**src/hw/rtl/kcd_pkg.sv**
```systemverilog
package kcd_pkg;

    localparam int ENTRIES = 8;
    localparam int IDX_W   = (ENTRIES > 1) ? $clog2(ENTRIES) : 1;

    // one table slot, also used for the item under work
    typedef struct packed {
        logic [31:0] family;
        logic [31:0] role;
        logic [31:0] link_state;
        logic [63:0] session_low;
        logic [63:0] session_high;
    } t_entry;

    localparam int ENTRY_W = $bits(t_entry);

    // outcome of one slot compare
    typedef struct packed {
        logic key_hit;
        logic data_same;
    } t_cmp;

endpackage

```
**src/hw/rtl/kcd_ram.sv**
```systemverilog
module kcd_ram #(
    parameter int WIDTH = 8,
    parameter int DEPTH = 8
) (
    input  logic                     i_clk,
    input  logic                     i_we,
    input  logic [$clog2(DEPTH)-1:0] i_waddr,
    input  logic [WIDTH-1:0]         i_wdata,
    input  logic [$clog2(DEPTH)-1:0] i_raddr,
    output logic [WIDTH-1:0]         o_rdata
);

    logic [WIDTH-1:0] r_mem [DEPTH];
    logic [WIDTH-1:0] r_rdata;

    always_ff @(posedge i_clk) begin
        if (i_we) begin
            r_mem[i_waddr] <= i_wdata;
        end
        r_rdata <= r_mem[i_raddr];
    end

    assign o_rdata = r_rdata;

endmodule

```
**src/hw/rtl/kcd_cmp.sv**
```systemverilog
module kcd_cmp
    import kcd_pkg::*;
(
    input  t_entry i_slot,
    input  t_entry i_item,
    output t_cmp   o_cmp
);

    // key and payload compared separately, shared by scan and final check
    always_comb begin
        o_cmp.key_hit   = (i_slot.family == i_item.family) && (i_slot.role == i_item.role);
        o_cmp.data_same = (i_slot.link_state == i_item.link_state)
                       && (i_slot.session_low == i_item.session_low)
                       && (i_slot.session_high == i_item.session_high);
    end

endmodule

```
**src/hw/rtl/keyed_change_detect_table_unit.sv**
```systemverilog
// keyed change detect table: a fully associative table of ENTRIES slots, keyed by
// family and role, that raises report when a connection's state word or 128-bit session
// is new or has changed. a matching valid slot wins, else the lowest free slot, else the
// slot under a round-robin victim pointer, which then advances. an action of 1 empties
// the table and zeroes the pointer, and its result carries report and connected at 0.
// one transaction is worked at a time: o_in_ready is high only while the block is idle.
// an observe transaction first puts slot 0 on the read port, then compares the slots in
// order, re-reads the chosen slot and makes one change check; a key match early in the
// scan cuts the compares short. the scan pace is set by the single read port of the slot
// memory, which the sequencer walks one slot a cycle through one shared compare unit.
// the result sits in an output register, so a new transaction may be taken while the
// previous result still waits for i_out_ready; the new one then holds in its last step
// until that register is free. valid bits live in flip-flops and reset clears them at
// once; there is no clearing pass.
module keyed_change_detect_table_unit
    import kcd_pkg::*;
(
    input  logic               i_clk,
    input  logic               i_rst_n,
    // input transaction
    input  logic               i_in_valid,
    output logic               o_in_ready,
    input  logic               i_action,
    input  logic signed [31:0] i_family,
    input  logic signed [31:0] i_role,
    input  logic [31:0]        i_link_state,
    input  logic [63:0]        i_session_low,
    input  logic [63:0]        i_session_high,
    // result transaction
    output logic               o_out_valid,
    input  logic               i_out_ready,
    output logic               o_report,
    output logic               o_connected
);

    typedef enum logic [4:0] {
        S_IDLE  = 5'b00001,
        S_SCAN  = 5'b00010,
        S_FETCH = 5'b00100,
        S_CHECK = 5'b01000,
        S_CLEAR = 5'b10000
    } t_state;

    localparam logic [IDX_W-1:0] LAST_IDX = IDX_W'(ENTRIES - 1);

    // control state
    t_state             r_state, n_state;
    logic [ENTRIES-1:0] r_valid, n_valid;
    logic [IDX_W-1:0]   r_ptr, n_ptr;
    logic [IDX_W-1:0]   r_idx, n_idx;          // slot address issued to the memory
    logic [IDX_W-1:0]   r_cmp_idx, n_cmp_idx;  // slot whose data is on the read port
    logic               r_cmp_en, n_cmp_en;
    logic               r_have_free, n_have_free;
    logic [IDX_W-1:0]   r_free_idx, n_free_idx;
    logic [IDX_W-1:0]   r_pick, n_pick;
    logic               r_out_valid, n_out_valid;
    logic               r_report, n_report;
    logic               r_out_conn, n_out_conn;

    // payload of the transaction under work
    t_entry             r_item;
    logic               r_conn;

    logic               accept;
    logic               out_free;
    logic               hit;
    logic               free_here;
    logic               chg;
    logic               ram_we;
    logic [IDX_W-1:0]   ram_raddr;
    t_entry             slot_rd;
    logic [ENTRY_W-1:0] ram_rdata;
    t_cmp               cmp;

    assign accept   = i_in_valid && o_in_ready;
    assign out_free = !r_out_valid || i_out_ready;

    // walk the slots while scanning, otherwise hold the chosen slot on the read port
    assign ram_raddr = (r_state == S_SCAN) ? r_idx : r_pick;

    kcd_ram #(
        .WIDTH (ENTRY_W),
        .DEPTH (ENTRIES)
    ) u_ram (
        .i_clk   (i_clk),
        .i_we    (ram_we),
        .i_waddr (r_pick),
        .i_wdata (r_item),
        .i_raddr (ram_raddr),
        .o_rdata (ram_rdata)
    );

    assign slot_rd = t_entry'(ram_rdata);

    kcd_cmp u_cmp (
        .i_slot (slot_rd),
        .i_item (r_item),
        .o_cmp  (cmp)
    );

    // scan results for the slot currently on the read port
    assign hit       = r_cmp_en && r_valid[r_cmp_idx] && cmp.key_hit;
    assign free_here = r_cmp_en && !r_valid[r_cmp_idx] && !r_have_free;
    // chosen slot was free, or its state or session moved
    assign chg       = !r_valid[r_pick] || !cmp.data_same;
    assign ram_we    = (r_state == S_CHECK) && out_free && chg;

    always_comb begin
        n_state     = r_state;
        n_valid     = r_valid;
        n_ptr       = r_ptr;
        n_idx       = r_idx;
        n_cmp_idx   = r_cmp_idx;
        n_cmp_en    = r_cmp_en;
        n_have_free = r_have_free;
        n_free_idx  = r_free_idx;
        n_pick      = r_pick;
        n_out_valid = r_out_valid;
        n_report    = r_report;
        n_out_conn  = r_out_conn;

        // result taken downstream
        if (r_out_valid && i_out_ready) begin
            n_out_valid = 1'b0;
        end

        unique case (r_state)
            S_IDLE: begin
                if (i_in_valid) begin
                    if (i_action) begin
                        n_valid = '0;
                        n_ptr   = '0;
                        n_state = S_CLEAR;
                    end else begin
                        n_idx       = '0;
                        n_cmp_en    = 1'b0;
                        n_have_free = 1'b0;
                        n_state     = S_SCAN;
                    end
                end
            end
            S_SCAN: begin
                n_cmp_en  = 1'b1;
                n_cmp_idx = r_idx;
                if (r_idx != LAST_IDX) begin
                    n_idx = r_idx + 1'b1;
                end
                if (free_here) begin
                    n_have_free = 1'b1;
                    n_free_idx  = r_cmp_idx;
                end
                priority if (hit) begin
                    n_pick  = r_cmp_idx;
                    n_state = S_FETCH;
                end else if (r_cmp_en && (r_cmp_idx == LAST_IDX)) begin
                    // no key match anywhere: lowest free slot, else round-robin victim
                    priority if (r_have_free) begin
                        n_pick = r_free_idx;
                    end else if (free_here) begin
                        n_pick = r_cmp_idx;
                    end else begin
                        n_pick = r_ptr;
                        n_ptr  = (r_ptr == LAST_IDX) ? '0 : r_ptr + 1'b1;
                    end
                    n_state = S_FETCH;
                end else begin
                    // keep walking the slots
                    n_state = S_SCAN;
                end
            end
            S_FETCH: begin
                n_state = S_CHECK;
            end
            S_CHECK: begin
                if (out_free) begin
                    n_out_valid = 1'b1;
                    n_report    = chg;
                    n_out_conn  = r_conn;
                    if (chg) begin
                        n_valid[r_pick] = 1'b1;
                    end
                    n_state = S_IDLE;
                end
            end
            S_CLEAR: begin
                if (out_free) begin
                    n_out_valid = 1'b1;
                    n_report    = 1'b0;
                    n_out_conn  = 1'b0;
                    n_state     = S_IDLE;
                end
            end
            default: begin
                n_state = S_IDLE;
            end
        endcase
    end

    always_ff @(posedge i_clk) begin
        if (!i_rst_n) begin
            r_state     <= S_IDLE;
            r_valid     <= '0;
            r_ptr       <= '0;
            r_idx       <= '0;
            r_cmp_idx   <= '0;
            r_cmp_en    <= 1'b0;
            r_have_free <= 1'b0;
            r_free_idx  <= '0;
            r_pick      <= '0;
            r_out_valid <= 1'b0;
            r_report    <= 1'b0;
            r_out_conn  <= 1'b0;
        end else begin
            r_state     <= n_state;
            r_valid     <= n_valid;
            r_ptr       <= n_ptr;
            r_idx       <= n_idx;
            r_cmp_idx   <= n_cmp_idx;
            r_cmp_en    <= n_cmp_en;
            r_have_free <= n_have_free;
            r_free_idx  <= n_free_idx;
            r_pick      <= n_pick;
            r_out_valid <= n_out_valid;
            r_report    <= n_report;
            r_out_conn  <= n_out_conn;
        end
    end

    // capture the accepted transaction
    always_ff @(posedge i_clk) begin
        if (accept) begin
            r_item.family       <= i_family;
            r_item.role         <= i_role;
            r_item.link_state   <= i_link_state;
            r_item.session_low  <= i_session_low;
            r_item.session_high <= i_session_high;
            r_conn              <= (i_session_low != '0) || (i_session_high != '0);
        end
    end

    assign o_in_ready  = (r_state == S_IDLE);
    assign o_out_valid = r_out_valid;
    assign o_report    = r_report;
    assign o_connected = r_out_conn;

endmodule

```
**config.mk**
```make
export PLATFORM = sky130hd
export DESIGN_NAME = keyed_change_detect_table_unit
export DESIGN_NICKNAME = d
export VERILOG_FILES = /design/src/hw/rtl/kcd_pkg.sv /design/src/hw/rtl/kcd_ram.sv /design/src/hw/rtl/kcd_cmp.sv /design/src/hw/rtl/keyed_change_detect_table_unit.sv
export SDC_FILE = /design/constraint.sdc
export NUM_CORES = 2
export LEC_CHECK = 0
export BUFFER_PORTS_ARGS = -buffer_cell sky130_fd_sc_hd__buf_2
export CAP_MARGIN = 20
export CORE_MARGIN = 4
export CORE_UTILIZATION = 50
export DETAILED_ROUTE_END_ITERATION = 8
export PLACE_DENSITY_LB_ADDON = 0.1
export SETUP_SLACK_MARGIN = 0.2
export SYNTH_ARGS = -nofsm -noshare
export SYNTH_HDL_FRONTEND = slang
export SYNTH_SLANG_ARGS = --single-unit
```
**constraint.sdc**
```tcl
create_clock -name i_clk -period 18.6 [get_ports i_clk]
set_input_delay 0.93 -clock i_clk [delete_from_list [all_inputs] [get_ports i_clk]]
set_output_delay 0.93 -clock i_clk [all_outputs]
set_load 0.05 [all_outputs]
```
==> key figures <==
STA
  – Setup violations, final: 0
  – Final Critical Period: approximately 6200 ps
  – Setup TNS: 0 ps
  – RSZ-0062 raised after global routing: false
  – Worst-margin pin slew: 1120 ps
  – Max transition margin: 0.254
  – Fin crit share: 0.331
  – Final hold vios: 0
  – Slew Limit Fails: 0
  – Fmax: about 160 MHz
  – Worst Skew: 30.9 ps

CTS
  – Clk_lat worst skew: around 830 ps
  – Clock Tree Buf Depth: 3
  – Clock-pin slew on the worst setup and hold paths: roughly 60 ps
  – Post_cts resized: 0
  – CTS Buf Count: 222
  – Post-CTS Hold Buffers: 0
  – Root Buffer: clkbuf_16
  – TritonCTS clock tree: done
  – Buffers inserted by post-CTS timing repair: 0
  – Clock Sinks: 2274
  – H-Tree Depth: 4

Yosys
  – Main flop type after synthesis: edfxtp_1
  – Syn avg cell area: 23.1 um2
  – EDFF count, synth: 2017
  – XOR/XNOR Fraction of Synth Area: 0.0233
  – #FFs+latches synth: 2274
  – Main combinational cell family by area after synthesis: multiplexers
  – Mapped cell area: approximately 0.083 mm2
  – Unique cell type count in the Yosys netlist: 52
  – Post-synthesis sequential area ratio: 0.792
  – Post-synth net total: between 3000 and 4000
  – Synth warn: 0
  – Synth Area in Adders: 0.000603
  – Async set or reset register ratio after synthesis: 0
  – Compound-gate portion of the synthesized area: 0.00439
  – Mux cell area share after synthesis: 0.154
  – Gate Count Post-Synth: 3601
  – Post-synthesis simple-gate area fraction: 0.0150

Floorplanning
  – Die Span X: roughly 420 um
  – Die ar.: 0.173 mm2
  – Row cnt: 149
  – Die Height: 415 um
  – Initial core utilization: 0.503
  – IO Pins: around 230
  – Core box area: 0.165 mm2

Worst setup path
  – Critical Path End Type: flip-flop
  – Worst path most repeated cell: buf_4
  – CP top delay family: simple AND/OR/NAND/NOR gates
  – Max stage delay cell, worst path: o21ai_2
  – Critical path launch point type: flip-flop
  – CP Class: flip-flop to flip-flop
  – Max incr delay on CP: 850 ps
  – CP Max Fanout: 99
  – CP arrival: 6580 ps
  – Crit path cell chain: xor2_1, nor4_2, buf_4, nand4_1, nor4_1, nand4_1, o21ai_2, nor3_2, buf_4, buf_4, buf_12
  – CP required: 19020 ps
  – Crit path buf inv count: 4

Worst hold path
  – HP Class: input pin to flip-flop

Flow run
  – Max Cap Violations: 0

Finish
  – Most common cell after layout, fill and taps aside: edfxtp_1
  – Cell area after layout: 0.0939 mm2
  – Fraction of final layout cells sized beyond drive strength 1: 0.314
  – Nets: 4210
  – Most frequent cells in the layout: 2017 x edfxtp_1, 451 x mux4_2, 257 x dfxtp_1
  – Post-Route Utilization: 0.569
  – Area delta synth->final: 13.1%

Place
  – Area after DPL: roughly 0.087 mm2
  – I/O Buffers: 232
  – RePlAce Congestion: 0.746
  – Post-DP HPWL: roughly 99000 um

Drt
  – Vias per std cell: 5.68
  – Antenna-violating nets left: 0
  – Routed wire per std cell: 28.9 um
  – # DRC: 0
  – Routed wire length: 184000 um
  – First DRT Iteration DRCs: 3060
  – Total number of vias: roughly 36000
  – First-pass DRT Iterations: 8

GRT
  – Overall global routing resource usage: 0.214
  – Vias in the first global route: 37482
  – Total grt overflow: 0
  – Largest net degree at the start of global routing: 135
  – Antenna violations before repair: 8
  – First-pass GRT wire length: around 270000 um

Pwr
  – Peak supply drop: 0.110 mV
  – Leakage: 30.8 nW
  – PD cells: 111 mW/mm2

Outcome
  – Status: finished, final reports clean
==> kinds of logic after synthesis <==
family | after synthesis
flip-flops | 2274
multiplexers | 683
XOR/XNOR | 221
AND/OR/NAND/NOR | 221
buffers and inverters | 146
AO/OA/AOI/OAI | 52
adder cells (fa/ha/maj) | 4
==> per-stage QoR <==
| step | hold WS [ps] | power [W] | setup slack, ps | std cells |
|---|---|---|---|---|
| after floorplan | 436 | 0.00599 | 486 | 3601 |
| after global placement | 460 | 0.00616 | 12350 | 5942 |
| after detailed placement | 463 | 0.00616 | 12300 | 5942 |
| after CTS | 204 | 0.0105 | 12270 | 6361 |
| after global routing | 223 | 0.0108 | 11840 | 6361 |
| final | 281 | 0.0104 | 12440 | 6366 |
==> worst paths after layout <==
path	start	to	slack [ps]	cells past startpoint
max	r_item[14]	u_ram.r_mem[7][57]	12440	11
min	i_link_state[6]	r_item[134]	280	1
max reg2reg	r_item[14]	u_ram.r_mem[7][57]	12440	11
min reg2reg	r_valid[3]	r_valid[3]	470	2
==> cells in the mapped netlist (11+ instances only) <==
| library cell | number | area, um2 |
|---|---|---|
| nor3_1 | 20 | 100 |
| nor2_1 | 14 | 52.6 |
| mux4_2 | 451 | 10200 |
| mux2_2 | 225 | 2530 |
| dfxtp_1 | 257 | 5140 |
| nand4_1 | 43 | 269 |
| clkbuf_1 | 32 | 120 |
| buf_2 | 35 | 175 |
| a21oi_1 | 15 | 75.1 |
| xor2_1 | 107 | 937 |
| xnor2_1 | 114 | 998 |
| edfxtp_1 | 2017 | 60600 |
| buf_1 | 21 | 78.8 |
| nand3_1 | 11 | 55.1 |
| nand2_1 | 36 | 135 |
| buf_6 | 47 | 529 |
| nor4_1 | 68 | 425 |
==> cell type report <==
| class | instances | area, um2 |
|---|---|---|
| Antenna cell | 5 | 12.5 |
| Clock buffer | 328 | 6360 |
| Clock inverter | 91 | 816 |
| Fill cell | 12158 | 71100 |
| Inverter | 9 | 41.3 |
| Multi-Input combinational cell | 1181 | 16400 |
| Sequential cell | 2274 | 65700 |
| Tap cell | 2189 | 2740 |
| Timing Repair Buffer | 289 | 1780 |
==> per-layer routing <==
layer,share of wire,wire [um],global-route usage,up-vias
met2,0.52,95000,0.366,845
met4,0.018,3290,0.0458,2
met1,0.42,77400,0.296,19377
li1,-,-,-,15720
met5,0.000060,11,0,-
met3,0.044,8100,0.0318,218
==> flip-flops by register name, summed over array words and instances, names as in the netlist <==
register	count
u_ram.o_rdata	224
u_ram.r_mem	1792
r_valid	8
r_state	5
r_ptr	3
r_pick	3
r_conn	1
r_item	224
o_out_valid	1
o_report	1
r_free_idx	3
r_cmp_en	1
r_cmp_idx	3
o_connected	1
r_idx	3
r_have_free	1
==> power breakdown <==
part	total, W	switching (W)	internal (W)
logic	0.000198	0.000142	0.0000562
clock network	0.00437	0.00185	0.00252
registers	0.00585	0.000140	0.00571
total	0.0104	0.00214	0.00828
(Power assumes the default switching activity.)
